$ cat config.mk
export PLATFORM = sky130hd
export DESIGN_NAME = trial_division_prime_test_unit_flat
export DESIGN_NICKNAME = d
export VERILOG_FILES = /design/src/tdpt_pkg.sv /design/src/tdpt_req_if.sv /design/src/tdpt_rsp_if.sv /design/src/trial_division_prime_test_unit.sv /design/src/tdpt_divider.sv /design/src/flat_wrapper.sv
export SDC_FILE = /design/constraint.sdc
export NUM_CORES = 1
export LEC_CHECK = 0
export BUFFER_PORTS_ARGS = -buffer_cell sky130_fd_sc_hd__buf_2
export CAP_MARGIN = 25
export CORE_MARGIN = 2
export CORE_UTILIZATION = 45
export DETAILED_ROUTE_END_ITERATION = 8
export HOLD_SLACK_MARGIN = 0.03
export PLACE_DENSITY = 0.65
export SYNTH_ARGS = -nofsm -noshare
export SYNTH_HDL_FRONTEND = slang
export SYNTH_SLANG_ARGS = --single-unit
$ cat constraint.sdc
create_clock -name clock -period 4.05 [get_ports clock]
set_clock_uncertainty 0.15 [all_clocks]
set_input_delay 0.81 -clock clock [delete_from_list [all_inputs] [get_ports clock]]
set_output_delay 0.81 -clock clock [all_outputs]
set_load 0.05 [all_outputs]
$ cat src/tdpt_pkg.sv
// ----------------------------------------------------------------------------
// tdpt_pkg
// Shared types for the trial division prime test unit: sequencer states.
// ----------------------------------------------------------------------------
package tdpt_pkg;

   // sequencer states of the top level
   typedef enum logic [2:0] {
      ST_IDLE,
      ST_CHECK,
      ST_DIV3,
      ST_TRY_LO,
      ST_TRY_HI,
      ST_FINISH
   } state_type;

endpackage

$ cat src/tdpt_req_if.sv
// ----------------------------------------------------------------------------
// tdpt_req_if
// Request channel: one candidate word with valid/ready handshake.
// ----------------------------------------------------------------------------
interface tdpt_req_if #(
   parameter int VALUE_BITS = 32
);
   logic                         valid;
   logic                         ready;
   logic signed [VALUE_BITS-1:0] candidate;

   modport source (output valid, output candidate, input ready);
   modport sink   (input valid, input candidate, output ready);
endinterface

$ cat src/tdpt_rsp_if.sv
// ----------------------------------------------------------------------------
// tdpt_rsp_if
// Response channel: one prime flag word with valid/ready handshake.
// ----------------------------------------------------------------------------
interface tdpt_rsp_if;
   logic valid;
   logic ready;
   logic is_prime;

   modport source (output valid, output is_prime, input ready);
   modport sink   (input valid, input is_prime, output ready);
endinterface

$ cat src/trial_division_prime_test_unit.sv
// Values settled without division need no divider; otherwise the shared
// radix-2 divider does one division for the test by 3 and two per divisor
// pair 6k-1, 6k+1 up to the square root, about 7700 pairs at worst for
// VALUE_BITS = 32.
// One word at a time; a finished result may wait while the next is taken.
// Reset is synchronous, active high, and returns the block to idle.
// ----------------------------------------------------------------------------
// trial_division_prime_test_unit
// Decides primality of a signed candidate by trial division by 3 and the 6k+/-1
// divisors, sharing one iterative divider for every remainder and bound test.
// ----------------------------------------------------------------------------
module trial_division_prime_test_unit #(
   parameter int VALUE_BITS = 32
) (
   input  logic       clock,
   input  logic       reset,
   tdpt_req_if.sink   req_chan,
   tdpt_rsp_if.source rsp_chan
);

   localparam int DIV_BITS = VALUE_BITS - 1;

   tdpt_pkg::state_type state_ff, state_in;

   logic [DIV_BITS-1:0] n_ff,      n_in;
   logic                sign_ff,   sign_in;
   logic [DIV_BITS-1:0] d_ff,      d_in;
   logic                result_ff, result_in;
   logic                rsp_valid_ff;
   logic                rsp_prime_ff;

   logic                req_accept;
   logic                slot_free;
   logic                div_start;
   logic [DIV_BITS-1:0] div_divisor;
   logic                div_done;
   logic [DIV_BITS-1:0] div_quotient;
   logic [DIV_BITS-1:0] div_remainder;
   logic                rem_zero;
   logic                trivial;
   logic                past_root;

   assign req_accept = req_chan.valid && req_chan.ready;
   assign slot_free  = !rsp_valid_ff || rsp_chan.ready;
   assign rem_zero   = div_remainder == '0;
   assign past_root  = d_ff > div_quotient;

   // values settled without division: non-positive, one, two, three, even
   assign trivial = sign_ff || (n_ff <= DIV_BITS'(3)) || !n_ff[0];

   // shared divider
   tdpt_divider #(
      .DIV_BITS (DIV_BITS)
   ) u_divider (
      .clock     (clock),
      .reset     (reset),
      .start     (div_start),
      .dividend  (n_ff),
      .divisor   (div_divisor),
      .done      (div_done),
      .quotient  (div_quotient),
      .remainder (div_remainder)
   );

   // next state
   always_comb begin
      state_in = state_ff;
      unique case (state_ff)
         tdpt_pkg::ST_IDLE: begin
            if (req_accept) state_in = tdpt_pkg::ST_CHECK;
         end
         tdpt_pkg::ST_CHECK: begin
            state_in = trivial ? tdpt_pkg::ST_FINISH : tdpt_pkg::ST_DIV3;
         end
         tdpt_pkg::ST_DIV3: begin
            if (div_done) state_in = rem_zero ? tdpt_pkg::ST_FINISH : tdpt_pkg::ST_TRY_LO;
         end
         tdpt_pkg::ST_TRY_LO: begin
            if (div_done) begin
               state_in = (past_root || rem_zero) ? tdpt_pkg::ST_FINISH
                                                  : tdpt_pkg::ST_TRY_HI;
            end
         end
         tdpt_pkg::ST_TRY_HI: begin
            if (div_done) state_in = rem_zero ? tdpt_pkg::ST_FINISH : tdpt_pkg::ST_TRY_LO;
         end
         tdpt_pkg::ST_FINISH: begin
            if (slot_free) state_in = tdpt_pkg::ST_IDLE;
         end
         default: state_in = tdpt_pkg::ST_IDLE;
      endcase
   end

   // datapath control and divider requests
   always_comb begin
      n_in        = n_ff;
      sign_in     = sign_ff;
      d_in        = d_ff;
      result_in   = result_ff;
      div_start   = 1'b0;
      div_divisor = d_ff;
      unique case (state_ff)
         tdpt_pkg::ST_IDLE: begin
            if (req_accept) begin
               n_in    = req_chan.candidate[DIV_BITS-1:0];
               sign_in = req_chan.candidate[VALUE_BITS-1];
            end
         end
         tdpt_pkg::ST_CHECK: begin
            // two and three are prime, the rest of the trivial set is not
            result_in = !sign_ff && (n_ff > DIV_BITS'(1)) && (n_ff <= DIV_BITS'(3));
            if (!trivial) begin
               div_start   = 1'b1;
               div_divisor = DIV_BITS'(3);
            end
         end
         tdpt_pkg::ST_DIV3: begin
            result_in = 1'b0;
            if (div_done && !rem_zero) begin
               div_start   = 1'b1;
               div_divisor = DIV_BITS'(5);
               d_in        = DIV_BITS'(5);
            end
         end
         tdpt_pkg::ST_TRY_LO: begin
            // divisor beyond the square root means no factor was found
            if (div_done) begin
               result_in = past_root;
               if (!past_root && !rem_zero) begin
                  div_start   = 1'b1;
                  div_divisor = d_ff + DIV_BITS'(2);
               end
            end
         end
         tdpt_pkg::ST_TRY_HI: begin
            result_in = 1'b0;
            if (div_done && !rem_zero) begin
               div_start   = 1'b1;
               div_divisor = d_ff + DIV_BITS'(6);
               d_in        = d_ff + DIV_BITS'(6);
            end
         end
         tdpt_pkg::ST_FINISH: begin
            result_in = result_ff;
         end
         default: begin
            result_in = result_ff;
         end
      endcase
   end

   // control registers and response valid flag
   always_ff @(posedge clock) begin
      if (reset) begin
         state_ff     <= tdpt_pkg::ST_IDLE;
         rsp_valid_ff <= 1'b0;
      end else begin
         state_ff <= state_in;
         if (state_ff == tdpt_pkg::ST_FINISH && slot_free) begin
            rsp_valid_ff <= 1'b1;
         end else if (rsp_chan.ready) begin
            rsp_valid_ff <= 1'b0;
         end
      end
   end

   // payload registers
   always_ff @(posedge clock) begin
      n_ff      <= n_in;
      sign_ff   <= sign_in;
      d_ff      <= d_in;
      result_ff <= result_in;
      if (state_ff == tdpt_pkg::ST_FINISH && slot_free) begin
         rsp_prime_ff <= result_ff;
      end
   end

   assign req_chan.ready    = state_ff == tdpt_pkg::ST_IDLE;
   assign rsp_chan.valid    = rsp_valid_ff;
   assign rsp_chan.is_prime = rsp_prime_ff;

endmodule

$ cat src/tdpt_divider.sv
// ----------------------------------------------------------------------------
// tdpt_divider
// Restoring radix-2 divider, one quotient bit per cycle. Gives quotient and
// remainder with a one-cycle done pulse; a new start is taken on that cycle.
// ----------------------------------------------------------------------------
module tdpt_divider #(
   parameter int DIV_BITS = 31
) (
   input  logic                clock,
   input  logic                reset,
   input  logic                start,
   input  logic [DIV_BITS-1:0] dividend,
   input  logic [DIV_BITS-1:0] divisor,
   output logic                done,
   output logic [DIV_BITS-1:0] quotient,
   output logic [DIV_BITS-1:0] remainder
);

   localparam int CNT_BITS = $clog2(DIV_BITS);

   logic                busy_ff,  busy_in;
   logic                done_ff,  done_in;
   logic [CNT_BITS-1:0] count_ff, count_in;
   logic [DIV_BITS-1:0] quo_ff,   quo_in;
   logic [DIV_BITS-1:0] rem_ff,   rem_in;
   logic [DIV_BITS-1:0] dsr_ff,   dsr_in;

   logic [DIV_BITS:0]   trial;
   logic [DIV_BITS:0]   diff;
   logic                fits;

   // one shift-subtract step
   always_comb begin
      trial = {rem_ff, quo_ff[DIV_BITS-1]};
      diff  = trial - {1'b0, dsr_ff};
      fits  = trial >= {1'b0, dsr_ff};
   end

   // step control
   always_comb begin
      busy_in  = busy_ff;
      done_in  = 1'b0;
      count_in = count_ff;
      quo_in   = quo_ff;
      rem_in   = rem_ff;
      dsr_in   = dsr_ff;
      if (start) begin
         busy_in  = 1'b1;
         count_in = CNT_BITS'(DIV_BITS - 1);
         quo_in   = dividend;
         rem_in   = '0;
         dsr_in   = divisor;
      end else if (busy_ff) begin
         quo_in = {quo_ff[DIV_BITS-2:0], fits};
         rem_in = fits ? diff[DIV_BITS-1:0] : trial[DIV_BITS-1:0];
         if (count_ff == '0) begin
            busy_in = 1'b0;
            done_in = 1'b1;
         end else begin
            count_in = count_ff - 1'b1;
         end
      end
   end

   // control registers
   always_ff @(posedge clock) begin
      if (reset) begin
         busy_ff <= 1'b0;
         done_ff <= 1'b0;
      end else begin
         busy_ff <= busy_in;
         done_ff <= done_in;
      end
   end

   // datapath registers
   always_ff @(posedge clock) begin
      count_ff <= count_in;
      quo_ff   <= quo_in;
      rem_ff   <= rem_in;
      dsr_ff   <= dsr_in;
   end

   assign done      = done_ff;
   assign quotient  = quo_ff;
   assign remainder = rem_ff;

endmodule
$ cat src/flat_wrapper.sv
// flat-port wrapper written by rule: the top's interface ports become plain ports
module trial_division_prime_test_unit_flat 
#(
   parameter int VALUE_BITS = 32
)
  (clock, reset, req_chan_valid, req_chan_candidate, req_chan_ready, rsp_chan_valid, rsp_chan_is_prime, rsp_chan_ready);
  tdpt_req_if #(.VALUE_BITS(VALUE_BITS)) req_chan_i ();
  tdpt_rsp_if rsp_chan_i ();
  input  logic clock;
  input  logic reset;
  input wire logic [$bits(req_chan_i.valid)-1:0] req_chan_valid;
  input wire logic [$bits(req_chan_i.candidate)-1:0] req_chan_candidate;
  output wire logic [$bits(req_chan_i.ready)-1:0] req_chan_ready;
  output wire logic [$bits(rsp_chan_i.valid)-1:0] rsp_chan_valid;
  output wire logic [$bits(rsp_chan_i.is_prime)-1:0] rsp_chan_is_prime;
  input wire logic [$bits(rsp_chan_i.ready)-1:0] rsp_chan_ready;
  assign req_chan_i.valid = req_chan_valid;
  assign req_chan_i.candidate = req_chan_candidate;
  assign req_chan_ready = req_chan_i.ready;
  assign rsp_chan_valid = rsp_chan_i.valid;
  assign rsp_chan_is_prime = rsp_chan_i.is_prime;
  assign rsp_chan_i.ready = rsp_chan_ready;
  trial_division_prime_test_unit #(.VALUE_BITS(VALUE_BITS)) u_core (.clock(clock), .reset(reset), .req_chan(req_chan_i), .rsp_chan(rsp_chan_i));
endmodule
==> run summary <==
Outcome -> finished clean
Vias in the first global route -> 9044
Top cells by area, synth -> edfxtp_1, dfxtp_1, ha_1
Post-CTS sizing -> 0
Final WS setup -> 437 ps
Slew headroom -> 0.343
Async SR Flop Fraction -> 0
Synth cell types -> 80
Routability Congestion -> 0.943
Post-layout util -> 0.505
WHS Path Cells -> 0
CTS Hold Bufs -> 0
Clock-pin transition on the worst setup and hold timing paths -> 70 ps
Top cell type's share of synthesized area -> 0.347
Vias per std cell -> 5.93
Crit path max fanout -> 63
Power per Cell Area -> 700 mW/mm²
Final Power -> 8.52 mW
Most common cell after layout, fill and taps aside -> nand2_1
CP max stage delay -> 590 ps
Initial core utilization -> 0.456
CTS tree -> done
Hold Crit Class -> reg2reg
FP Rows -> 57
Critical path buffers and inverters -> 2
Clk root buf -> clkbuf_16
Post-route setup TNS -> 0 ps
Clk sinks -> 169
Hold endpoint -> u_core.rsp_chan.is_prime
Sequential area share after synthesis -> 0.424
GRT Resource Usage Total -> 0.234
Slowest-stage cell, CP -> edfxtp_1
Yosys warnings -> 0
MaxCap Viol Count -> 0
DIE AREA -> 0.0257 mm²
Seq cells post-synth -> 169
Syn nets -> 1351
Initial DRC Count -> 918
Worst path arrival time -> 3630 ps
Total gr overflow -> 0
Vias -> 9550
EDFF count, synth -> 127
Top FF cell, synth -> edfxtp_1
Worst R2R Setup Slack -> 440 ps
Area of the core -> 0.0241 mm²
IO Port Bufs -> 38
Worst-margin pin slew -> 986 ps
Reg2reg path depth -> 11
Detail Route Antenna Nets -> 0
Routed length per placed instance -> 18.3 µm
Reg2reg start -> u_core.d_ff[13]
Synth Cell Area -> 0.0110 mm²
Fin crit period -> 3610 ps
DRT Wirelength -> 29500 µm
H-tree depth -> 4
Worst r2r dst -> u_core.u_divider.quotient[18]
Hold Vio Cnt, Final -> 0
Post-place setup slack -> 493 ps
# setup viols final -> 0
Setup Buffers After CTS -> 0
Most frequent cells in the layout -> nand2_1, o21ai_0, edfxtp_1, a21oi_1, nor2_1
Fmax -> 0.277 GHz
Area Growth Syn to Fin -> 10.8%
Clock latency on the worst-skew pair -> 440 ps
Startpoint type of the worst setup path -> flop
First-pass GRT wire length -> 47800 µm
Largest net degree at the start of global routing -> 64
Layout cell share with drive strength beyond 1 -> 0.0995
Antenna fix cells -> 0
Die Wd -> 160 µm
Dpl hpwl -> 21400 µm
Crit path capture type -> flop
Mean Syn Cell Area -> 8.80 µm²
Most frequent CP cell -> o21ai_0
CP required -> 4070 ps
Synth Instances -> 1248
Stages on worst setup path -> 11
Unrepaired setup endpoints after global routing -> no
Post-route DRC violation count -> 0
Largest delay contributor family on the critical path -> compound AO/OA/AOI/OAI gates
First-pass DRT Iterations -> 5
# IOs -> 39
Die height -> 160 µm
CP Class -> reg2reg
VDD IR max -> 0.351 mV
Final Max Slew Viols -> 0
Post-layout net count -> 1377
Initial antenna violation count -> 0
Clk buf depth -> 2
Worst-path cell chain -> ha_1 -> nand4_1 -> nor3_1 -> o21ai_0 -> a31oi_4 -> nor2_8 -> a21oi_4 -> clkinv_2 -> buf_12 -> nand2_1 -> o21ai_0
Synth area leader -> edfxtp_1
Critical hold path startpoint -> u_core.result_ff
Leak -> 4.69 nW
Tcrit/Tclk final -> 0.892
Num CTS Buffers -> 17
==> kinds of logic (layout without fill, tap and decap cells) <==
family / count (synthesis) / after routing / share of synthesized area
flops: 169 / 169 / 0.424
buf+inv: 148 / 187 / 0.0556
fa+ha+maj: 67 / 67 / 0.0770
compound gates: 392 / 392 / 0.218
simple gates: 432 / 432 / 0.193
xor+xnor: 33 / 33 / 0.0263
mux: 7 / 7 / 0.00638
==> through the flow <==
stage	std cells	cell area, µm²	hold WS, ps
after floorplan	1248	11000	250
after global placement	1579	11600	280
after detailed placement	1579	11600	273
after CTS	1611	12200	313
after global routing	1611	12200	317
final	1611	12200	301
==> worst max-delay path by stage <==
| stage | slack, ps | end | startpoint |
|---|---|---|---|
| after floorplan | 870 | u_core.n_ff[0] | u_core.state_ff[0] |
| after global placement | 610 | u_core.u_divider.quotient[16] | u_core.d_ff[28] |
| after detailed placement | 490 | u_core.u_divider.quotient[20] | u_core.d_ff[13] |
| after CTS | 510 | u_core.u_divider.quotient[20] | u_core.d_ff[13] |
| after global routing | 170 | u_core.u_divider.quotient[19] | u_core.d_ff[30] |
| final | 440 | u_core.u_divider.quotient[18] | u_core.d_ff[13] |
==> power by group <==
part           leakage (nW)  switching (mW)  total (mW)  internal (mW)
Sequential             1.52           0.428        2.90           2.47
Combinational          2.88            2.41        3.95           1.54
Clock                 0.282           0.751        1.68          0.926
Total                  4.69            3.59        8.52           4.93
==> registers in the layout, summed over array words and instances, names as in the netlist <==
name and flops:
u_core.d_ff 31, u_core.n_ff 31, u_core.result_ff 1, u_core.rsp_chan.is_prime 1, u_core.rsp_chan.valid 1, u_core.sign_ff 1, u_core.state_ff 3, u_core.u_divider.busy_ff 1
u_core.u_divider.count_ff 5, u_core.u_divider.done 1, u_core.u_divider.dsr_ff 31, u_core.u_divider.quotient 31, u_core.u_divider.remainder 31
==> per-layer routing <==
layer | vias to the layer above | routed length [µm] | global-route usage
met5 | - | 0 | 0
met4 | 0 | 784 | 0.0848
met3 | 47 | 1950 | 0.0351
met2 | 354 | 13200 | 0.361
met1 | 4523 | 13500 | 0.335
li1 | 4626 | - | -
==> layout make-up <==
class                           count  area, µm²
Fill cell                        2303      11900
Multi-Input combinational cell    931       5720
Sequential cell                   169       4660
Timing Repair Buffer               71        475
Clock buffer                       18        429
Tap cell                          324        405
Inverter                           84        318
Clock inverter                     14        163
==> synthesized netlist by cell type (13+ instances only) <==
cell type,n
nand2_1,147
o21ai_0,134
edfxtp_1,127
a21oi_1,108
nor2_1,94
inv_1,82
ha_1,66
clkbuf_1,43
dfxtp_1,42
nand3_1,31
a31oi_1,27
nand4_1,27
nor3_1,22
xnor2_1,22
and3_1,19
nor4_1,19
a211oi_1,17
nor2b_1,16
a21o_1,15
buf_2,13
nand2b_1,13
(Power assumes the default switching activity.)
